==> src/rtl/spr_pkg.sv <==
// ============================================================================
// Stream pause/resume tracker package
// Shared constants, codes and types for the stream pause/resume tracker.
// ============================================================================
`default_nettype none

package spr_pkg;

  localparam int MAX_STREAMS_DEF = 16;

  // Event opcodes carried in an input word.
  localparam logic [2:0] OP_RTP        = 3'd0;
  localparam logic [2:0] OP_PAUSED     = 3'd1;
  localparam logic [2:0] OP_REFUSED    = 3'd2;
  localparam logic [2:0] OP_REQ_PAUSE  = 3'd3;
  localparam logic [2:0] OP_REQ_RESUME = 3'd4;
  localparam logic [2:0] OP_QUERY      = 3'd5;

  // Result codes carried in an output word.
  localparam logic [2:0] EV_NONE        = 3'd0;
  localparam logic [2:0] EV_PAUSED      = 3'd1;
  localparam logic [2:0] EV_REFUSED     = 3'd2;
  localparam logic [2:0] EV_RESUMED     = 3'd3;
  localparam logic [2:0] EV_SEND_PAUSE  = 3'd4;
  localparam logic [2:0] EV_SEND_RESUME = 3'd5;
  localparam logic [2:0] EV_QUERY       = 3'd6;

  // Per-stream states.
  localparam logic [1:0] ST_PLAYING    = 2'd0;
  localparam logic [1:0] ST_PAUSE_REQ  = 2'd1;
  localparam logic [1:0] ST_PAUSED     = 2'd2;
  localparam logic [1:0] ST_RESUME_REQ = 2'd3;

  typedef enum logic [1:0] {
    CS_IDLE,
    CS_SCAN,
    CS_DECIDE
  } ctrl_state_t;

  typedef struct packed {
    logic start;
    logic scan;
    logic commit;
  } spr_cmd_t;

  typedef struct packed {
    logic last_cmp;
    logic out_free;
  } spr_status_t;

  typedef struct packed {
    logic [31:0] ssrc;
    logic [1:0]  st;
    logic [15:0] pause_id;
  } entry_t;

  typedef struct packed {
    logic [2:0]  opcode;
    logic [31:0] target_ssrc;
    logic [15:0] report_pause_id;
    logic        has_ext_seq;
    logic [31:0] ext_seq_in;
  } in_item_t;

  typedef struct packed {
    logic [2:0]  event_res;
    logic [31:0] event_ssrc;
    logic [31:0] sender_ssrc;
    logic [15:0] cur_pause_id;
    logic [31:0] ext_seq_out;
    logic [1:0]  cur_state;
    logic        table_full;
  } out_item_t;

endpackage

`default_nettype wire

==> src/rtl/spr_if.sv <==
// ============================================================================
// Stream pause/resume tracker channels
// Valid/ready channels for event words in and result words out.
// ============================================================================
`default_nettype none

interface spr_in_if;
  logic        valid;
  logic        ready;
  logic [2:0]  opcode;
  logic [31:0] target_ssrc;
  logic [15:0] report_pause_id;
  logic        has_ext_seq;
  logic [31:0] ext_seq_in;

  modport source (
    output valid, opcode, target_ssrc, report_pause_id, has_ext_seq, ext_seq_in,
    input  ready
  );
  modport sink (
    input  valid, opcode, target_ssrc, report_pause_id, has_ext_seq, ext_seq_in,
    output ready
  );
endinterface

interface spr_out_if;
  logic        valid;
  logic        ready;
  logic [2:0]  event_res;
  logic [31:0] event_ssrc;
  logic [31:0] sender_ssrc;
  logic [15:0] cur_pause_id;
  logic [31:0] ext_seq_out;
  logic [1:0]  cur_state;
  logic        table_full;

  modport source (
    output valid, event_res, event_ssrc, sender_ssrc, cur_pause_id, ext_seq_out,
           cur_state, table_full,
    input  ready
  );
  modport sink (
    input  valid, event_res, event_ssrc, sender_ssrc, cur_pause_id, ext_seq_out,
           cur_state, table_full,
    output ready
  );
endinterface

`default_nettype wire

==> src/rtl/stream_pause_resume_tracker.sv <==
// An event word is accepted only while the controller is idle. The table scan then
// reads one entry per cycle from the table memory, the last compare follows, and
// the commit writes the table and loads the output register once the output is
// free; the next event word is accepted after the commit.
// A result word waits in the output register while the next event is scanned.
// Synchronous reset empties the table at once (valid bits) and clears local_ssrc.
// ============================================================================
// Stream pause/resume tracker
// Tracks pause/resume state and pause ids of media streams keyed by source id.
// ============================================================================
`default_nettype none

module stream_pause_resume_tracker import spr_pkg::*; #(
  parameter int MAX_STREAMS = MAX_STREAMS_DEF
) (
  input  logic        clk,
  input  logic        rst,
  input  logic        cfg_wr_en,
  input  logic [31:0] cfg_wr_data,
  spr_in_if.sink      in_stream,
  spr_out_if.source   out_stream
);

  spr_cmd_t    cmd;
  spr_status_t status;
  in_item_t    in_item;
  out_item_t   out_item;
  logic        in_ready;
  logic        out_valid;

  assign in_item.opcode          = in_stream.opcode;
  assign in_item.target_ssrc     = in_stream.target_ssrc;
  assign in_item.report_pause_id = in_stream.report_pause_id;
  assign in_item.has_ext_seq     = in_stream.has_ext_seq;
  assign in_item.ext_seq_in      = in_stream.ext_seq_in;
  assign in_stream.ready         = in_ready;

  assign out_stream.valid        = out_valid;
  assign out_stream.event_res    = out_item.event_res;
  assign out_stream.event_ssrc   = out_item.event_ssrc;
  assign out_stream.sender_ssrc  = out_item.sender_ssrc;
  assign out_stream.cur_pause_id = out_item.cur_pause_id;
  assign out_stream.ext_seq_out  = out_item.ext_seq_out;
  assign out_stream.cur_state    = out_item.cur_state;
  assign out_stream.table_full   = out_item.table_full;

  spr_ctrl u_ctrl (
    .clk      (clk),
    .rst      (rst),
    .in_valid (in_stream.valid),
    .in_ready (in_ready),
    .status   (status),
    .cmd      (cmd)
  );

  spr_datapath #(
    .MAX_STREAMS (MAX_STREAMS)
  ) u_datapath (
    .clk         (clk),
    .rst         (rst),
    .cmd         (cmd),
    .status      (status),
    .in_item     (in_item),
    .cfg_wr_en   (cfg_wr_en),
    .cfg_wr_data (cfg_wr_data),
    .out_item    (out_item),
    .out_valid   (out_valid),
    .out_ready   (out_stream.ready)
  );

endmodule

`default_nettype wire

==> src/rtl/spr_ctrl.sv <==
// ============================================================================
// Stream pause/resume tracker controller
// Sequences capture, table scan and commit of one event word at a time.
// ============================================================================
`default_nettype none

module spr_ctrl import spr_pkg::*; (
  input  logic        clk,
  input  logic        rst,
  input  logic        in_valid,
  output logic        in_ready,
  input  spr_status_t status,
  output spr_cmd_t    cmd
);

  ctrl_state_t state, state_next;

  always_ff @(posedge clk) begin
    if (rst) begin
      state <= CS_IDLE;
    end else begin
      state <= state_next;
    end
  end

  always_comb begin
    state_next = state;
    unique case (state)
      CS_IDLE: begin
        if (in_valid) state_next = CS_SCAN;
      end
      CS_SCAN: begin
        if (status.last_cmp) state_next = CS_DECIDE;
      end
      CS_DECIDE: begin
        if (status.out_free) state_next = CS_IDLE;
      end
      default: state_next = CS_IDLE;
    endcase
  end

  always_comb begin
    in_ready   = 1'b0;
    cmd        = '0;
    unique case (state)
      CS_IDLE: begin
        in_ready  = 1'b1;
        cmd.start = in_valid;
      end
      CS_SCAN: begin
        cmd.scan = 1'b1;
      end
      CS_DECIDE: begin
        cmd.commit = status.out_free;
      end
      default: begin
        in_ready = 1'b0;
      end
    endcase
  end

endmodule

`default_nettype wire

==> src/rtl/spr_datapath.sv <==
// ============================================================================
// Stream pause/resume tracker datapath
// Stream table memory, scan pipeline, update logic and result register.
// ============================================================================
`default_nettype none

module spr_datapath import spr_pkg::*; #(
  parameter int MAX_STREAMS = MAX_STREAMS_DEF
) (
  input  logic        clk,
  input  logic        rst,
  input  spr_cmd_t    cmd,
  output spr_status_t status,
  input  in_item_t    in_item,
  input  logic        cfg_wr_en,
  input  logic [31:0] cfg_wr_data,
  output out_item_t   out_item,
  output logic        out_valid,
  input  logic        out_ready
);

  localparam int IDX_W = (MAX_STREAMS > 1) ? $clog2(MAX_STREAMS) : 1;
  localparam int CNT_W = $clog2(MAX_STREAMS + 1);
  localparam logic [IDX_W-1:0] LAST_IDX = IDX_W'(MAX_STREAMS - 1);
  localparam logic [CNT_W-1:0] CNT_END  = CNT_W'(MAX_STREAMS);

  logic [31:0]            local_ssrc;
  in_item_t               item;
  logic [MAX_STREAMS-1:0] valid;
  entry_t                 mem [MAX_STREAMS];
  entry_t                 rd_q;
  logic [CNT_W-1:0]       cnt;
  logic                   rd_en;
  logic                   cmp_pend;
  logic [IDX_W-1:0]       cmp_idx;
  logic                   hit_found;
  logic [IDX_W-1:0]       hit_idx;
  logic [1:0]             hit_st;
  logic [15:0]            hit_pid;
  logic                   free_found;
  logic [IDX_W-1:0]       free_idx;

  logic                   is_mod;
  logic                   tracked;
  logic                   full;
  logic                   wr_need;
  logic [IDX_W-1:0]       slot;
  logic [1:0]             new_st;
  logic [15:0]            new_pid;
  out_item_t              res;

  always_ff @(posedge clk) begin
    if (rst) begin
      local_ssrc <= '0;
    end else if (cfg_wr_en) begin
      local_ssrc <= cfg_wr_data;
    end
  end

  always_ff @(posedge clk) begin
    if (cmd.start) begin
      item <= in_item;
    end
  end

  // The scan reads one table entry per cycle; its compare follows in the next cycle.
  assign rd_en = cmd.scan && (cnt < CNT_END);

  always_ff @(posedge clk) begin
    if (rst) begin
      cnt      <= '0;
      cmp_pend <= 1'b0;
    end else begin
      cmp_pend <= rd_en;
      if (cmd.start) begin
        cnt <= '0;
      end else if (rd_en) begin
        cnt <= cnt + CNT_W'(1);
      end
    end
  end

  always_ff @(posedge clk) begin
    if (rd_en) begin
      rd_q    <= mem[cnt[IDX_W-1:0]];
      cmp_idx <= cnt[IDX_W-1:0];
    end
  end

  always_ff @(posedge clk) begin
    if (rst) begin
      hit_found  <= 1'b0;
      free_found <= 1'b0;
    end else if (cmd.start) begin
      hit_found  <= 1'b0;
      free_found <= 1'b0;
    end else if (cmp_pend) begin
      if (valid[cmp_idx] && (rd_q.ssrc == item.target_ssrc)) begin
        hit_found <= 1'b1;
      end
      // The lowest free slot is the first invalid one met by the scan.
      if (!valid[cmp_idx] && !free_found) begin
        free_found <= 1'b1;
      end
    end
  end

  always_ff @(posedge clk) begin
    if (cmp_pend) begin
      if (valid[cmp_idx] && (rd_q.ssrc == item.target_ssrc)) begin
        hit_idx <= cmp_idx;
        hit_st  <= rd_q.st;
        hit_pid <= rd_q.pause_id;
      end
      if (!valid[cmp_idx] && !free_found) begin
        free_idx <= cmp_idx;
      end
    end
  end

  assign status.last_cmp = cmp_pend && (cmp_idx == LAST_IDX);
  assign status.out_free = !out_valid || out_ready;

  always_comb begin
    is_mod  = (item.opcode == OP_PAUSED) || (item.opcode == OP_REFUSED) ||
              (item.opcode == OP_REQ_PAUSE) || (item.opcode == OP_REQ_RESUME);
    tracked = hit_found;
    full    = 1'b0;
    wr_need = 1'b0;
    slot    = hit_idx;
    new_st  = hit_st;
    new_pid = hit_pid;
    res     = '0;
    res.event_ssrc = item.target_ssrc;

    if (is_mod && !hit_found) begin
      if (free_found) begin
        tracked = 1'b1;
        slot    = free_idx;
        new_st  = ST_PLAYING;
        new_pid = '0;
      end else begin
        tracked = 1'b0;
        full    = 1'b1;
      end
    end

    if (is_mod && !full) begin
      wr_need = 1'b1;
      unique case (item.opcode)
        OP_PAUSED: begin
          new_st  = ST_PAUSED;
          new_pid = item.report_pause_id;
          res.event_res   = EV_PAUSED;
          res.ext_seq_out = item.has_ext_seq ? item.ext_seq_in : 32'd0;
        end
        OP_REFUSED: begin
          new_st  = ST_PLAYING;
          new_pid = item.report_pause_id;
          res.event_res = EV_REFUSED;
        end
        OP_REQ_PAUSE: begin
          new_st = ST_PAUSE_REQ;
          res.event_res   = EV_SEND_PAUSE;
          res.sender_ssrc = local_ssrc;
        end
        default: begin
          new_st = ST_RESUME_REQ;
          res.event_res   = EV_SEND_RESUME;
          res.sender_ssrc = local_ssrc;
        end
      endcase
    end else if ((item.opcode == OP_RTP) && hit_found &&
                 ((hit_st == ST_PAUSED) || (hit_st == ST_RESUME_REQ))) begin
      // Media seen again on a paused or resume-requested stream: back to playing, next pause id.
      wr_need = 1'b1;
      new_st  = ST_PLAYING;
      new_pid = hit_pid + 16'd1;
      res.event_res = EV_RESUMED;
    end else if (item.opcode == OP_QUERY) begin
      res.event_res = EV_QUERY;
    end

    res.cur_state    = tracked ? new_st : ST_PLAYING;
    res.cur_pause_id = tracked ? new_pid : 16'd0;
    res.table_full   = full;
  end

  always_ff @(posedge clk) begin
    if (cmd.commit && wr_need) begin
      mem[slot] <= '{ssrc: item.target_ssrc, st: new_st, pause_id: new_pid};
    end
  end

  always_ff @(posedge clk) begin
    if (rst) begin
      valid <= '0;
    end else if (cmd.commit && wr_need) begin
      valid[slot] <= 1'b1;
    end
  end

  always_ff @(posedge clk) begin
    if (rst) begin
      out_valid <= 1'b0;
    end else if (cmd.commit) begin
      out_valid <= 1'b1;
    end else if (out_ready) begin
      out_valid <= 1'b0;
    end
  end

  always_ff @(posedge clk) begin
    if (cmd.commit) begin
      out_item <= res;
    end
  end

endmodule

`default_nettype wire

==> src/flat_wrapper.sv <==
// flat-port wrapper written by rule: the top's interface ports become plain ports
module stream_pause_resume_tracker_flat import spr_pkg::*;
#(
  parameter int MAX_STREAMS = MAX_STREAMS_DEF
)
  (clk, rst, cfg_wr_en, cfg_wr_data, in_stream_valid, in_stream_opcode, in_stream_target_ssrc, in_stream_report_pause_id, in_stream_has_ext_seq, in_stream_ext_seq_in, in_stream_ready, out_stream_valid, out_stream_event_res, out_stream_event_ssrc, out_stream_sender_ssrc, out_stream_cur_pause_id, out_stream_ext_seq_out, out_stream_cur_state, out_stream_table_full, out_stream_ready);
  spr_in_if in_stream_i ();
  spr_out_if out_stream_i ();
  input  logic clk;
  input  logic rst;
  input  logic cfg_wr_en;
  input  logic [31:0] cfg_wr_data;
  input wire logic [$bits(in_stream_i.valid)-1:0] in_stream_valid;
  input wire logic [$bits(in_stream_i.opcode)-1:0] in_stream_opcode;
  input wire logic [$bits(in_stream_i.target_ssrc)-1:0] in_stream_target_ssrc;
  input wire logic [$bits(in_stream_i.report_pause_id)-1:0] in_stream_report_pause_id;
  input wire logic [$bits(in_stream_i.has_ext_seq)-1:0] in_stream_has_ext_seq;
  input wire logic [$bits(in_stream_i.ext_seq_in)-1:0] in_stream_ext_seq_in;
  output wire logic [$bits(in_stream_i.ready)-1:0] in_stream_ready;
  output wire logic [$bits(out_stream_i.valid)-1:0] out_stream_valid;
  output wire logic [$bits(out_stream_i.event_res)-1:0] out_stream_event_res;
  output wire logic [$bits(out_stream_i.event_ssrc)-1:0] out_stream_event_ssrc;
  output wire logic [$bits(out_stream_i.sender_ssrc)-1:0] out_stream_sender_ssrc;
  output wire logic [$bits(out_stream_i.cur_pause_id)-1:0] out_stream_cur_pause_id;
  output wire logic [$bits(out_stream_i.ext_seq_out)-1:0] out_stream_ext_seq_out;
  output wire logic [$bits(out_stream_i.cur_state)-1:0] out_stream_cur_state;
  output wire logic [$bits(out_stream_i.table_full)-1:0] out_stream_table_full;
  input wire logic [$bits(out_stream_i.ready)-1:0] out_stream_ready;
  assign in_stream_i.valid = in_stream_valid;
  assign in_stream_i.opcode = in_stream_opcode;
  assign in_stream_i.target_ssrc = in_stream_target_ssrc;
  assign in_stream_i.report_pause_id = in_stream_report_pause_id;
  assign in_stream_i.has_ext_seq = in_stream_has_ext_seq;
  assign in_stream_i.ext_seq_in = in_stream_ext_seq_in;
  assign in_stream_ready = in_stream_i.ready;
  assign out_stream_valid = out_stream_i.valid;
  assign out_stream_event_res = out_stream_i.event_res;
  assign out_stream_event_ssrc = out_stream_i.event_ssrc;
  assign out_stream_sender_ssrc = out_stream_i.sender_ssrc;
  assign out_stream_cur_pause_id = out_stream_i.cur_pause_id;
  assign out_stream_ext_seq_out = out_stream_i.ext_seq_out;
  assign out_stream_cur_state = out_stream_i.cur_state;
  assign out_stream_table_full = out_stream_i.table_full;
  assign out_stream_i.ready = out_stream_ready;
  stream_pause_resume_tracker #(.MAX_STREAMS(MAX_STREAMS)) u_core (.clk(clk), .rst(rst), .cfg_wr_en(cfg_wr_en), .cfg_wr_data(cfg_wr_data), .in_stream(in_stream_i), .out_stream(out_stream_i));
endmodule
==> config.mk <==
export PLATFORM = sky130hd
export DESIGN_NAME = stream_pause_resume_tracker_flat
export DESIGN_NICKNAME = d
export VERILOG_FILES = /design/src/rtl/spr_pkg.sv /design/src/rtl/spr_if.sv /design/src/rtl/stream_pause_resume_tracker.sv /design/src/rtl/spr_ctrl.sv /design/src/rtl/spr_datapath.sv /design/src/flat_wrapper.sv
export SDC_FILE = /design/constraint.sdc
export NUM_CORES = 1
export LEC_CHECK = 0
export BUFFER_PORTS_ARGS = -buffer_cell sky130_fd_sc_hd__buf_2
export CAP_MARGIN = 20
export CORE_UTILIZATION = 45
export DETAILED_ROUTE_END_ITERATION = 10
export PLACE_DENSITY = 0.73
export REMOVE_ABC_BUFFERS = 1
export SETUP_SLACK_MARGIN = 0.4
export SKIP_LAST_GASP = 1
export SLEW_MARGIN = 10
export SYNTH_ARGS = -nofsm -noshare
export SYNTH_HDL_FRONTEND = slang
export SYNTH_SLANG_ARGS = --single-unit
==> constraint.sdc <==
create_clock -name clk -period 9.8 [get_ports clk]
set_input_delay 0.98 -clock clk [delete_from_list [all_inputs] [get_ports clk]]
set_output_delay 0.98 -clock clk [all_outputs]
set_load 0.1 [all_outputs]
# After elaboration in Yosys (flattened, before gate mapping)
# Memories as Yosys holds them, arrays and structs flattened. A register that Yosys moved wholly into a read port is not among the register bits.
# Index checks and enable logic that the tools add are counted.
dict set report totals {
  in_bits 121
  out_inout_bits 120
  word_cells 116
  memories 1
  ramBits 800
  ff_bits 291
}
dict set report classes {
  n_lt_le_gt_ge 4
  add_sub_neg 2
  reduce_logical 30
  n_eq_ne 14
  mux 38
  bitwise_logic 2
}
# name depth word_bits read_ports rd_clocked_by_memory_dff write_ports line
set mem_list {}
lappend mem_list {u_core.u_datapath.mem 16 50 1 1 1 spr_datapath.sv:30} ;# entry_t mem [MAX_STREAMS];
# cell n
set op_table {}
lappend op_table {{$mux 16} 5}
lappend op_table {{$eq 32x32->1} 1}
lappend op_table {{$add 16x1->16 const B} 1}
lappend op_table {{$mux 1} 16}
lappend op_table {{$or 16x16->16} 1}
lappend op_table {{$mux 2} 7}
lappend op_table {{$pmux 2 s3} 2}
lappend op_table {{$logic_and 1x1->1} 10}
lappend op_table {{$lt 4x5->1 const B} 2}
lappend op_table {{$mux 3} 3}
lappend op_table {{$pmux 3 s3} 1}
lappend op_table {{$mux 4} 2}
lappend op_table {{$eq 2x2->1 const B} 3}
lappend op_table {{$eq 3x2->1 const B} 2}
lappend op_table {{$eq 3x3->1 const B} 2}
lappend op_table {{$reduce_and 3->1} 2}
lappend op_table {{$add 5x1->5 const B} 1}
lappend op_table {{$logic_not 1->1} 5}
lappend op_table {{$logic_or 1x1->1} 5}
lappend op_table {{$lt 5x5->1 const B} 1}
lappend op_table {{$bmux 1 s4} 1}
lappend op_table {{$demux 1 s4} 1}
lappend op_table {{$eq 4x4->1 const B} 1}
lappend op_table {{$ge 4x1->1 const B} 1}
lappend op_table {{11 further kinds} 14}

# Longest topological paths before layout
# Gate-level depths: netlist of run 1.
dict set report depth {
  word_depth 12
  depth_mapped 8
  depth_no_buf 6
}

# Modules after synthesis
# A second synthesis of run 1 with hierarchy kept.
dict set report unflattened {
  hier_cells 1922
  hier_area_um2 42718.5
}
# mod area_per_inst_um2 cells_per_inst seq_area_each_um2 instances
set modules_own_cells {}
lappend modules_own_cells {spr_datapath 42607.1 1910 33632.3 1}
lappend modules_own_cells {spr_ctrl 111.4 12 40.0 1}

# Least setup slack after synthesis of run 1
# Ideal clock, no wire load.
dict set report synth_timing {
  path_type {input to register}
  start {in out_stream_ready}
  end {mem u_core.u_datapath.mem[0][0] in the netlist's numbering, enable pin}
  stages 5
  setup_ps 458
  arrival_ps 9461
  n_path_buf 0
  slack_ps -119
  t_required_ps 9342
  path_cell_list {nand2b_1 nor2b_1 a21boi_4 nand3b_2 nor2_1}
}
# item line
set synth_lines {}
lappend synth_lines {{start: declaration} flat_wrapper.sv:28} ;# input wire logic [$bits(out_stream_i.ready)-1:0] out_stream_ready;
lappend synth_lines {{end: declaration} spr_datapath.sv:30}

# Final worst setup path of run 1
dict set report layout_timing {
  start {reg u_core.u_datapath.item[81] in the netlist's numbering}
  end {mem u_core.u_datapath.mem[7][47] in the netlist's numbering, enable pin}
}
dict set report layout_between {
  elab_chain_len 12
  word_cells_on_any_way 20
  classes_between {eq/ne: 4; mux: 6; reduce/logical: 10}
}
# item line
set layout_lines {}
lappend layout_lines {{start: declaration} spr_datapath.sv:28} ;# in_item_t item;
lappend layout_lines {{start signal: assignment} spr_datapath.sv:62} ;# item <= in_item;
lappend layout_lines {{$eq 3x1->1 / $eq 3x2->1 (equally long branches)} spr_datapath.sv:125} ;# is_mod = (item.opcode == OP_PAUSED) || (item.opcode == OP_REFUSED) ||
lappend layout_lines {{$logic_or 1x1->1 (2 in series)} spr_datapath.sv:125}
lappend layout_lines {{$logic_or 1x1->1} spr_datapath.sv:126} ;# (item.opcode == OP_REQ_PAUSE) || (item.opcode == OP_REQ_RESUME);
lappend layout_lines {{$logic_and 1x1->1} spr_datapath.sv:136} ;# if (is_mod && !hit_found) begin
lappend layout_lines {{$mux 1} spr_datapath.sv:136}
lappend layout_lines {{$logic_not 1->1} spr_datapath.sv:148} ;# if (is_mod && !full) begin
lappend layout_lines {{$logic_and 1x1->1} spr_datapath.sv:148}
lappend layout_lines {{$mux 1} spr_datapath.sv:148}
lappend layout_lines {{$logic_and 1x1->1} spr_datapath.sv:190} ;# if (cmd.commit && wr_need) begin
lappend layout_lines {{$mux 1} spr_datapath.sv:190}
lappend layout_lines {{$mux 1 (not written as such)} spr_datapath.sv:191} ;# mem[slot] <= '{ssrc: item.target_ssrc, st: new_st, pause_id: new_pid};
# Parallel ways exist; a longest one is shown, timed or not.

==> results.md, run 1 <==
* Worst EP required at 10.10 ns
* Maximum root-to-sink buffer count at 3
* Die W at 310.2 microns
* Share of total power in sequential cells at 54.2%
* Wire length of the first global-routing pass at 132,800 microns
* Transition time at the pin with the least slew margin at 1.130 ns
* All-layer global routing usage at 18.66%
* Most frequently used cell type in the post-synthesis netlist: sky130_fd_sc_hd__edfxtp_1
* Vias at 20,520
* Async set-or-reset flop fraction in the synthesized netlist at 0%
* Die footprint at 96,220 sq um
* Path type of the worst setup path: reg -> reg
* Cell accounting for the most synthesized area: sky130_fd_sc_hd__edfxtp_1
* Final design area excluding fillers at 49,370 sq um
* Reported max-cap violation count at 0
* Buf/Inv on CP at 1
* Hold buffers post-CTS at 0
* Part of the power in combinational logic at 2.8%
* Via count of the first global-routing pass at 20,970
* Clock network fraction of total power at 43.0%
* Crit path time final at 3.894 ns
* Count of final setup violators at 0
* Number of nets in the final layout at 2,369
* Pin count of the biggest net entering global routing at 107
* Layout overhead on the synthesized area at 15.51%
* Maximum clock frequency at 256.8 MHz
* Count of mapped cells out of synthesis at 1,939
* Pre-CTS worst setup slack at 5.965 ns
* Arrival @ worst endpoint at 4.20 ns
* Worst clock skew at 0.02638 ns
* Switching component of the power at 2.008 mW
* Area of the placeable core at 93,750 sq um
* Count of pins over their slew limit at 0
* Sequential fraction of the synthesis area at 78.78%
* Initial Utilization at 45.59%
* Internal power contribution at 7.996 mW
* Final Power at 10.00 mW
* Area after detailed placement at 45,640 sq um
* Cell leakage power at 15.61 nW
* Weighted congestion at the end of routability-driven global placement at 0.8670
* Detailed-placement wirelength estimate at 47,980 microns
* FF+latch count, synth at 1,141
* Total detailed-routing wirelength at 89,790 microns
* TritonCTS sink count at 1,141
* Number of I/O pins at 241
* Clock tree from TritonCTS: yes
* Post-CTS repair timing setup buffer count at 0
* Logic depth of the worst setup path including buffers at 6
* Maximum fanout along the worst path at 38
* Count of instances resized after the clock tree is built at 0
* Ys flop type: sky130_fd_sc_hd__edfxtp_1
* Clock-pin slew on the worst setup and hold paths at 0.07 ns
* Count of final hold-check violations at 0
* Status: complete, no violations
* Die extent in y at 310.2 microns
* Slew HR at 24.10%
* Clock latency reported for the late side of the worst-skew pair at 0.69 ns
* Worst hold-check path type: reg -> reg
* Setup repair after global routing missed its margin: no
* Clock tree root driver cell: sky130_fd_sc_hd__clkbuf_16
* Final worst path period share at 39.74%
* Top cell family by delay on the critical path: simple AND/OR/NAND/NOR gates
* VDD IR-drop max at 0.0001496 V
* Post-synth EDFFs at 1,082
* IO buf count at 240
* Switching share of total power at 20.07%
* Detailed Routing Iterations Pass 1 at 5
* Number of standard-cell rows in the floorplan at 112
* Cell with the largest stage delay on the worst path: sky130_fd_sc_hd__buf_4
* Mean instance size in the synthesized netlist at 22.04 sq um
* Min-Delay Path Depth at 0
* Number of DRC violations after detailed routing at 0
* Number of design-rule violations left by the first detailed-router iteration at 2,110
* Startpoint kind of the worst setup timing path: flop
* Global route overflow at 0
* Utilization after layout at 52.66%
* Netlist Area Pre-Place at 42,740 sq um
* Top cell type's share of synthesized area at 76.02%
* PD cells at 202.6 nW/um^2
* Maximum single-stage delay on the critical path at 0.72 ns
* Number of antenna-violating nets in the routed design at 0
* Share of cells above drive strength 1 at 32.13%
* Top post-synthesis cells by count: 1,082 x sky130_fd_sc_hd__edfxtp_1, 252 x sky130_fd_sc_hd__mux4_2, 82 x sky130_fd_sc_hd__nor2_1
* Inst Count DP at 3,386
* Final non-filler cell total at 3,586
* Number of antenna violations at the first check in global routing at 3
* Top cells by area in the synthesized netlist: sky130_fd_sc_hd__edfxtp_1 76%, sky130_fd_sc_hd__mux4_2 13%, sky130_fd_sc_hd__dfxtp_1 2.8%, sky130_fd_sc_hd__mux2i_1 1.0%, sky130_fd_sc_hd__and2_1 0.97%
* Yosys synthesis warning count at 0
* Number of clock buffers inserted by TritonCTS at 109
* Worst setup margin at 5.906 ns
* Number of cells on the worst reg-to-reg path at 6
* Depth of the CTS H-tree at 3
* Post-DR wirelength/cell at 25.04 microns
* Synth cell types at 63
* Per-cell via count in the routed design at 5.721
* Sort of element at the end of the critical path: flop
* Ordered cell list for the critical path: o21a_4, or3_1, a21boi_4, nand3_2, nor2_4, buf_4
## cell usage in the layout, fill, tap and decap left out, drive strengths merged, types with 6 or more instances in the layout
| cell | n |
|---|---|
| a211oi | 8 |
| and2 | 66 |
| mux4 | 252 |
| buf | 287 |
| nand2b | 21 |
| nor3 | 10 |
| clkinvlp | 6 |
| clkbuf | 123 |
| bufinv | 16 |
| a31oi | 7 |
| a21oi | 19 |
| nor2 | 82 |
| nand2 | 21 |
| nor4 | 13 |
| nand4 | 11 |
| o31ai | 18 |
| dfxtp | 59 |
| o21ai | 9 |
| nand3 | 16 |
| inv | 14 |
| xor2 | 23 |
| a2111oi | 7 |
| clkinv | 44 |
| xnor2 | 13 |
| mux2i | 43 |
| edfxtp | 1082 |
## per-stage QoR
stage	TNS (ns)	hold slack, ns
5_1_grt	0	0.4110
6_report	0	0.4109
3_5_place_dp	0	0.4052
3_3_place_gp	0	0.4018
2_1_floorplan	-80.72	0.4003
4_1_cts	0	0.4046
## power groups by stage
stage | combinational [mW] | sequential [mW] | clock (mW)
after floorplan | 0.205 | 5.54 | 0
after global placement | 0.274 | 5.52 | 0
after detailed placement | 0.282 | 5.53 | 0
after CTS | 0.285 | 5.43 | 4.38
after global routing | 0.302 | 5.43 | 4.55
final | 0.280 | 5.43 | 4.30
## worst paths after layout
check	from	end	slack, ns
max	u_core.u_datapath.item[81]$_DFFE_PP_	u_core.u_datapath.mem[7][47]$_DFFE_PP_	5.91
min	u_core.u_datapath.rd_q[8]$_DFFE_PP_	u_core.u_datapath.hit_pid[8]$_DFFE_PP_	0.41
max reg2reg	u_core.u_datapath.item[81]$_DFFE_PP_	u_core.u_datapath.mem[7][47]$_DFFE_PP_	5.91
min reg2reg	u_core.u_datapath.rd_q[8]$_DFFE_PP_	u_core.u_datapath.hit_pid[8]$_DFFE_PP_	0.41
## worst register-to-register path, delay by kind of cell (launching register included)
family | cells | cell delay [ns]
AO/OA/AOI/OAI | 2 | 0.64
AND/OR/NAND/NOR | 3 | 1.50
buffers and inverters | 1 | 0.72
flip-flops | 1 | 0.63
## state kept, by name (all words and copies together) (netlist names)
register	cells
u_core.u_datapath.free_idx	4
u_core.u_datapath.local_ssrc	32
u_core.u_datapath.hit_pid	16
u_core.u_datapath.rd_q	50
u_core.u_datapath.item	84
u_core.u_datapath.out_item	118
u_core.u_datapath.cmp_idx	4
u_core.u_datapath.hit_idx	4
u_core.u_datapath.out_valid	1
u_core.u_datapath.mem	800
u_core.u_ctrl.state	2
u_core.u_datapath.hit_found	1
u_core.u_datapath.cnt	5
u_core.u_datapath.cmp_pend	1
u_core.u_datapath.valid	16
u_core.u_datapath.free_found	1
u_core.u_datapath.hit_st	2
## layer usage
metal	track usage [%]	vias to the layer above	share of wire, %
met1	26.08	10730	42
met5	0	-	0.029
li1	-	8647	-
met4	4.422	4	1.9
met2	30.52	1008	49
met3	3.480	128	7.9
## kinds of logic after synthesis
| group | synth area share, % |
|---|---|
| multiplexers | 14.34 |
| AND/OR/NAND/NOR | 3.449 |
| AO/OA/AOI/OAI | 1.666 |
| XOR/XNOR | 0.7377 |
| buffers and inverters | 0.9690 |
| flip-flops | 78.78 |
| adder cells (fa/ha/maj) | 0.05854 |
## layout make-up
type                       instances  area [sq um]
multi-input combinational        700          8810
clock buffer                     123          2811
sequential                      1141         33680
inverter                           7         26.28
antenna                            1         2.502
clock inverter                    73         877.1
timing repair buffer             287          1590
fill                            7007         44380
tap                             1254          1569
No activity file was read; power rests on OpenSTA's default activity.
==> run 2, diff against run 1 <==
--- a/config.mk
+++ b/config.mk
@@ -9,7 +9,7 @@
 export CAP_MARGIN = 20
 export CORE_UTILIZATION = 45
 export DETAILED_ROUTE_END_ITERATION = 10
-export PLACE_DENSITY = 0.73
+export PLACE_DENSITY = 0.71
 export REMOVE_ABC_BUFFERS = 1
 export SETUP_SLACK_MARGIN = 0.4
 export SKIP_LAST_GASP = 1
==> constraint.sdc (replaced) <==
create_clock -name clk -period 3.7 [get_ports clk]
set_input_delay 0.37 -clock clk [delete_from_list [all_inputs] [get_ports clk]]
set_output_delay 0.37 -clock clk [all_outputs]
set_load 0.1 [all_outputs]
==> run 2 against run 1 <==
  * Total power rose to 2.7 times the previous value
  * Hold slack got worse by 0.30 ns
  * Via count up 1.8%
  * Critical endpoint is now u_core.u_datapath.mem[0][1]$_DFFE_PP_
  * Worst setup slack got worse by 5.3 ns
  * Register-to-register slack worse by 5.3 ns
  * Sequential share of layout area fell by 2.6 points
==> results.md, run 2 (synthesized netlist as in run 1, its figures left out) <==
* Count of pins over their slew limit at 0 (unchanged)
* Number of standard-cell rows in the floorplan at 112 (unchanged)
* Area of the placeable core at 93,750 sq um (unchanged)
* Commonest cells after routing, fill and taps aside: 1,082 x sky130_fd_sc_hd__edfxtp_1, 252 x sky130_fd_sc_hd__mux4_2, 240 x sky130_fd_sc_hd__buf_2
* Final worst path period share at 83.54% (+44 points)
* IO buf count at 240 (unchanged)
* Wire length of the first global-routing pass at 133,900 microns (+0.81%)
* Biggest regs: u_core.u_datapath.mem: 800 flops, u_core.u_datapath.out_item: 118 flops, u_core.u_datapath.item: 84 flops
* Final Power at 27.22 mW (+170%)
* Switching share of total power at 19.87% (-0.20 points)
* Path type of the worst setup path: reg -> reg
* Clock latency reported for the late side of the worst-skew pair at 0.69 ns (about the same)
* Vias at 20,880 (+1.8%)
* Cell with the largest stage delay on the worst path: sky130_fd_sc_hd__edfxtp_1
* Ordered cell list for the critical path: nor4b_1, nand2_1, a21boi_4, nand3b_2, nor2_4, buf_4
* VDD IR-drop max at 0.0004606 V (+210%)
* Number of design-rule violations left by the first detailed-router iteration at 2,077 (-1.6%)
* Final non-filler cell total at 3,744 (+4.4%)
* Sort of element at the end of the critical path: flop
* Max FFs per register at 800 (unchanged)
* Count of final setup violators at 0 (unchanged)
* Setup repair after global routing missed its margin: no
* Slew HR at 26.18% (+2.1 points)
* PD cells at 530.4 nW/um^2 (+160%)
* Worst setup margin at 0.6089 ns (-5.297 ns)
* Inst Count DP at 3,416 (+0.89%)
* Count of final hold-check violations at 0 (unchanged)
* Maximum single-stage delay on the critical path at 0.64 ns (-0.08 ns)
* Clock network fraction of total power at 43.9% (+0.9 points)
* Reported max-cap violation count at 0 (unchanged)
* Detailed Routing Iterations Pass 1 at 5 (unchanged)
* Arrival @ worst endpoint at 3.41 ns (-0.79 ns)
* Die footprint at 96,220 sq um (unchanged)
* Leading cell type in the layout, fill and taps excluded: sky130_fd_sc_hd__edfxtp_1
* Die W at 310.2 microns (unchanged)
* Pin count of the biggest net entering global routing at 119 (+11%)
* Worst hold-check path type: in -> reg
* Number of nets in the final layout at 2,515 (+6.2%)
* Global route overflow at 0 (unchanged)
* Startpoint kind of the worst setup timing path: flop
* Layout overhead on the synthesized area at 20.04%
* Internal power contribution at 21.81 mW (+170%)
* Cell leakage power at 16.43 nW (+5.2%)
* Transition time at the pin with the least slew margin at 1.103 ns (-0.02658 ns)
* Switching component of the power at 5.408 mW (+170%)
* Maximum clock frequency at 323.5 MHz (+26%)
* Crit path time final at 3.091 ns (-0.8031 ns)
* Worst EP required at 4.01 ns (-6.09 ns)
* Status: complete, no violations
* Detailed-placement wirelength estimate at 50,650 microns (+5.6%)
* Share of cells above drive strength 1 at 31.79% (-0.34 points)
* Register-to-register setup slack at 0.61 ns (-5.30 ns)
* Clock tree from TritonCTS: yes
* Number of antenna violations at the first check in global routing at 1 (-2)
* TritonCTS sink count at 1,141 (unchanged)
* Initial Utilization at 45.59% (unchanged)
* Number of DRC violations after detailed routing at 0 (unchanged)
* Most flop-heavy register: u_core.u_datapath.mem
* Via count of the first global-routing pass at 21,510 (+2.6%)
* Number of clock buffers inserted by TritonCTS at 110 (+0.92%)
* Weighted congestion at the end of routability-driven global placement at 0.8675 (about the same)
* Maximum fanout along the worst path at 22 (-42%)
* All-layer global routing usage at 18.83% (+0.17 points)
* Clock-pin slew on the worst setup and hold paths at 0.06 ns (about the same)
* Setup total negative slack at 0 ns (unchanged)
* Share of total power in sequential cells at 52.7% (-1.5 points)
* Worst clock skew at 0.03483 ns (+0.008446 ns)
* Count of instances resized after the clock tree is built at 0 (unchanged)
* Number of I/O pins at 241 (unchanged)
* Post-DR wirelength/cell at 24.20 microns (-3.3%)
* Clock tree root driver cell: sky130_fd_sc_hd__clkbuf_16
* Pre-CTS worst setup slack at 0.5977 ns (-5.367 ns)
* Depth of the CTS H-tree at 3 (unchanged)
* Total detailed-routing wirelength at 90,610 microns (+0.91%)
* Die extent in y at 310.2 microns (unchanged)
* Part of the power in combinational logic at 3.4% (+0.6 points)
* Maximum root-to-sink buffer count at 3 (unchanged)
* Post-CTS repair timing setup buffer count at 0 (unchanged)
* Number of antenna-violating nets in the routed design at 0 (unchanged)
* Per-cell via count in the routed design at 5.576 (-2.5%)
## run 2: changes by cell type in the layout (fill, tap and decap cells not counted), sizes merged
| cell | before | now |
|---|---|---|
| buf | 287 | 315 |
| bufinv | 16 | 21 |
| clkbuf | 123 | 126 |
| clkinv | 44 | 48 |
| clkinvlp | 6 | 10 |
| diode | 1 | 2 |
| dlygate4sd3 | 0 | 117 |
| inv | 14 | 10 |
## run 2: metrics by stage
stage	util [%]	instance area, sq um	hold WS [ns]
2_1_floorplan	-	42350	0.4003
3_3_place_gp	49.26	46180	0.4039
3_5_place_dp	49.26	46180	0.4054
5_1_grt	54.73	51310	0.09409
4_1_cts	54.72	51300	0.06619
6_report	54.73	51310	0.1157
## run 2: final cells by class
| class | count | area, sq um |
|---|---|---|
| diodes | 2 | 5.005 |
| clock buffers | 126 | 2907 |
| clock inverters | 82 | 1033 |
| fillers | 6847 | 42440 |
| inverters | 7 | 26.28 |
| multi-input cells | 700 | 8810 |
| flip-flops and latches | 1141 | 33680 |
| well taps | 1254 | 1569 |
| repair buffers | 432 | 3273 |
## run 2: timing repair
action                                  CTS  global route
hold buffers                            117             0
endpoints found under the setup margin    0             0
endpoints found under the hold margin   117             0
## run 2: path summary, 6_finish.rpt
check / start / to / depth (start not counted)
worst max-delay path: u_core.u_datapath.item[81]$_DFFE_PP_ / u_core.u_datapath.mem[0][1]$_DFFE_PP_ / 6
worst min-delay path: out_stream_ready / u_core.u_datapath.out_valid$_SDFFE_PP0P_ / 3
worst max register to register: u_core.u_datapath.item[81]$_DFFE_PP_ / u_core.u_datapath.mem[0][1]$_DFFE_PP_ / 6
worst min register to register: u_core.u_datapath.rd_q[17]$_DFFE_PP_ / u_core.u_datapath.hit_st[1]$_DFFE_PP_ / 0
## run 2: metal layers
layer	part of all wire (%)	track usage (%)	wire, microns	vias up
met2	49	30.88	44040	919
met4	1.7	4.181	1536	0
met5	0	0	0	-
li1	-	-	-	8955
met3	7.5	3.739	6773	119
met1	42	26.19	38270	10890
## run 2: power by group through the flow
stage | clock, mW | combinational (mW) | sequential (mW)
2_1_floorplan | 0 | 0.544 | 14.7
3_3_place_gp | 0 | 0.808 | 14.6
3_5_place_dp | 0 | 0.827 | 14.6
4_1_cts | 12.2 | 0.933 | 14.3
5_1_grt | 12.6 | 0.990 | 14.3
6_report | 12.0 | 0.921 | 14.3
## run 2: worst max-delay path: cells and delay by family (launching register included)
family | cells | cell delay [ns]
simple gates | 4 | 1.33
flops | 1 | 0.64
compound gates | 1 | 0.31
buf+inv | 1 | 0.44
==> run 3, diff against run 2 <==
--- a/config.mk
+++ b/config.mk
@@ -9,7 +9,7 @@
 export CAP_MARGIN = 20
 export CORE_UTILIZATION = 45
 export DETAILED_ROUTE_END_ITERATION = 10
-export PLACE_DENSITY = 0.71
+export PLACE_DENSITY = 0.73
 export REMOVE_ABC_BUFFERS = 1
 export SETUP_SLACK_MARGIN = 0.4
 export SKIP_LAST_GASP = 1
==> constraint.sdc (replaced) <==
create_clock -name clk -period 2.75 [get_ports clk]
set_input_delay 0.275 -clock clk [delete_from_list [all_inputs] [get_ports clk]]
set_output_delay 0.275 -clock clk [all_outputs]
set_load 0.1 [all_outputs]
==> run 3 against run 2 <==
  * Global-route usage up 1.8 points
  * Utilization up 3.8 points
  * Highest routed layer is now met5
  * Combinational power up 69%
==> results.md, run 3 (synthesized netlist as in run 1, its figures left out) <==
* Status: complete, no violations
* Worst clock skew at 0.03608 ns (+0.001251 ns)
* Max FFs per register at 800 (unchanged)
* Arrival @ worst endpoint at 2.96 ns (-0.45 ns)
* Pin count of the biggest net entering global routing at 119 (unchanged)
* Count of pins over their slew limit at 0 (unchanged)
* Post-DR wirelength/cell at 30.37 microns (+25%)
* Worst setup margin at 0.1687 ns (-0.4403 ns)
* Number of cells on the worst reg-to-reg path at 8 (+2)
* Number of clock buffers inserted by TritonCTS at 111 (+0.91%)
* Launch instance of the worst register-to-register path: u_core.u_datapath.item[81]$_DFFE_PP_
* GR met1 Demand/Resource at 29.81% (+3.6 points)
* Clock latency reported for the late side of the worst-skew pair at 0.71 ns (+0.02 ns)
* Final non-filler cell total at 3,948 (+5.4%)
* Clock-pin slew on the worst setup and hold paths at 0.07 ns (about the same)
* Maximum root-to-sink buffer count at 3 (unchanged)
* Number of antenna-violating nets in the routed design at 0 (unchanged)
* Maximum fanout along the worst path at 7 (-68%)
* Maximum single-stage delay on the critical path at 0.45 ns (-0.19 ns)
* All-layer global routing usage at 20.66% (+1.8 points)
* Biggest regs: u_core.u_datapath.mem: 800 flops, u_core.u_datapath.out_item: 118 flops, u_core.u_datapath.item: 84 flops
* Detailed Routing Iterations Pass 1 at 5 (unchanged)
* Total detailed-routing wirelength at 119,900 microns (+32%)
* Number of DRC violations after detailed routing at 0 (unchanged)
* Count of final hold-check violations at 0 (unchanged)
* Met2 usage at 32.65% (+1.8 points)
* Transition time at the pin with the least slew margin at 0.9420 ns (-0.1612 ns)
* Source of the worst hold timing path: rst
* Setup repair after global routing missed its margin: yes
* Global route overflow at 0 (unchanged)
* Logic depth of the worst setup path including buffers at 8 (+2)
* Sequential cell area in the final layout at 33,690 sq um (about the same)
* Number of design-rule violations left by the first detailed-router iteration at 3,510 (+69%)
* Number of standard-cell rows in the floorplan at 112 (unchanged)
* Cell with the largest stage delay on the worst path: sky130_fd_sc_hd__edfxtp_1
* Slew HR at 37.20% (+11 points)
* Share of cells above drive strength 1 at 37.62% (+5.8 points)
* Clock tree from TritonCTS: yes
* Layout overhead on the synthesized area at 28.40%
* Sort of element at the end of the critical path: flop
* Worst EP required at 3.13 ns (-0.88 ns)
* Per-cell via count in the routed design at 5.938 (+6.5%)
* Number of nets in the final layout at 2,721 (+8.2%)
* PD cells at 665.3 nW/um^2 (+25%)
* Buf/Inv on CP at 3 (+2)
* Met3 routing resource usage after global routing at 3.882% (+0.14 points)
* Inst Count DP at 3,477 (+1.8%)
* Die W at 310.2 microns (unchanged)
* Commonest cells after routing, fill and taps aside: 1,082 x sky130_fd_sc_hd__edfxtp_1, 252 x sky130_fd_sc_hd__mux4_2, 241 x sky130_fd_sc_hd__buf_2
* Filler Cell Count at 6,331 (-7.5%)
* Worst hold-check path type: in -> reg
* Number of antenna violations at the first check in global routing at 2 (+1)
* TritonCTS sink count at 1,141 (unchanged)
* Reg-to-Reg End: u_core.u_datapath.mem[9][45]$_DFFE_PP_
* Die extent in y at 310.2 microns (unchanged)
* VDD IR-drop max at 0.0005123 V (+11%)
* Top cell family by delay on the critical path: simple AND/OR/NAND/NOR gates
* Number of I/O pins at 241 (unchanged)
* Path type of the worst setup path: reg -> reg
* Cell leakage power at 18.02 nW (+9.7%)
* Weighted congestion at the end of routability-driven global placement at 0.8748 (+0.84%)
* Initial Utilization at 45.59% (unchanged)
* Detailed-placement wirelength estimate at 59,100 microns (+17%)
* Ordered cell list for the critical path: o21a_4, nor3_4, buf_6, mux2i_4, nand3_4, nor2_4, buf_12, clkbuf_16
* Pre-CTS worst setup slack at 0.004803 ns (-0.5929 ns)
* Die footprint at 96,220 sq um (unchanged)
* Maximum clock frequency at 387.4 MHz (+20%)
* Crit path time final at 2.581 ns (-0.5097 ns)
* Final worst path period share at 93.87% (+10 points)
* Startpoint kind of the worst setup timing path: flop
* Clock tree root driver cell: sky130_fd_sc_hd__clkbuf_16
* Count of final setup violators at 0 (unchanged)
* Setup crit end: u_core.u_datapath.mem[9][45]$_DFFE_PP_
* Via count of the first global-routing pass at 21,860 (+1.6%)
* IO buf count at 240 (unchanged)
* Depth of the CTS H-tree at 3 (unchanged)
* Area of the placeable core at 93,750 sq um (unchanged)
* Register-to-register setup slack at 0.17 ns (-0.44 ns)
* Reported max-cap violation count at 0 (unchanged)
* Wire length of the first global-routing pass at 145,200 microns (+8.4%)
* Most flop-heavy register: u_core.u_datapath.mem
* Combined area of the multi-input logic cells at 9097 sq um (+3.3%)
* Vias at 23,440 (+12%)
* Grt peak-use layer: met2
* Startpoint of the worst setup timing path: u_core.u_datapath.item[81]$_DFFE_PP_
* Leading cell type in the layout, fill and taps excluded: sky130_fd_sc_hd__edfxtp_1
run 3: cell count changes in the layout (fill, tap and decap cells not counted), moves of 10 or more:
cell	change
sky130_fd_sc_hd__buf_8	+20
sky130_fd_sc_hd__clkbuf_16	+53
sky130_fd_sc_hd__clkbuf_1	+10
sky130_fd_sc_hd__clkinv_2	-12
sky130_fd_sc_hd__buf_6	+21
sky130_fd_sc_hd__buf_4	+52
sky130_fd_sc_hd__buf_12	+41
sky130_fd_sc_hd__buf_16	+13
run 3: cell type report:
class	instances	share of cell area [%]
Antenna cell	1	0.004560
Clock buffer	132	5.244
Clock inverter	76	1.571
Inverter	7	0.04788
Multi-Input combinational cell	700	16.58
Sequential cell	1141	61.38
Tap cell	1254	2.859
Timing Repair Buffer	637	12.32
run 3: worst min-delay path by stage:
| stage | to | slack, ns | cells after the start |
|---|---|---|---|
| floorplan | u_core.u_datapath.out_valid$_SDFFE_PP0P_ | 0.34 | 1 |
| finish | u_core.u_datapath.free_found$_SDFFE_PP0P_ | 0.11 | 4 |
| global route | u_core.u_datapath.free_found$_SDFFE_PP0P_ | 0.12 | 4 |
| CTS | u_core.u_datapath.free_found$_SDFFE_PP0P_ | 0.07 | 4 |
| detailed placement | u_core.u_datapath.hit_pid[0]$_DFFE_PP_ | 0.41 | 0 |
| global placement | u_core.u_datapath.hit_pid[0]$_DFFE_PP_ | 0.40 | 0 |
run 3: what timing repair did:
action	CTS	global route
hold endpoints to repair	118	0
gates cloned	3	82
buffers inserted	13	46
hold buffers	118	0
setup endpoints to repair	984	1064
pin swaps	8	26
resized for setup	13	133
run 3: per-stage QoR:
stage	instance area, sq um	setup TNS [ns]	util [%]	hold WS [ns]	total power [mW]
2_1_floorplan	42350	-7025.38	-	0.3441	20.47
3_3_place_gp	46970	0	50.10	0.4029	20.86
3_5_place_dp	46970	0	50.10	0.4052	20.90
4_1_cts	52190	0	55.66	0.07053	36.47
5_1_grt	54880	0	58.54	0.1183	37.39
6_report	54880	0	58.54	0.1056	36.51
run 3: metal layers:
| layer | part of all wire (%) | routed length, microns | vias up |
|---|---|---|---|
| met4 | 3.5 | 4143 | 2 |
| met2 | 48 | 57930 | 1783 |
| li1 | - | - | 9384 |
| met5 | 0.011 | 13 | - |
| met3 | 11 | 13450 | 249 |
| met1 | 37 | 44370 | 12030 |
run 3: where the power goes:
part | total, mW | internal [mW] | leakage (nW) | switching [mW]
logic | 1.56 | 0.718 | 5.95 | 0.846
clock network | 15.7 | 9.02 | 1.80 | 6.71
registers | 19.2 | 19.1 | 10.3 | 0.107
total | 36.5 | 28.9 | 18.0 | 7.66
run 3: worst min-delay path, stage by stage:
cell and delay (ns):
sky130_fd_sc_hd__buf_2 0.13, sky130_fd_sc_hd__nor2_1 0.17, sky130_fd_sc_hd__nand2_1 0.10, sky130_fd_sc_hd__o21ai_0 0.06
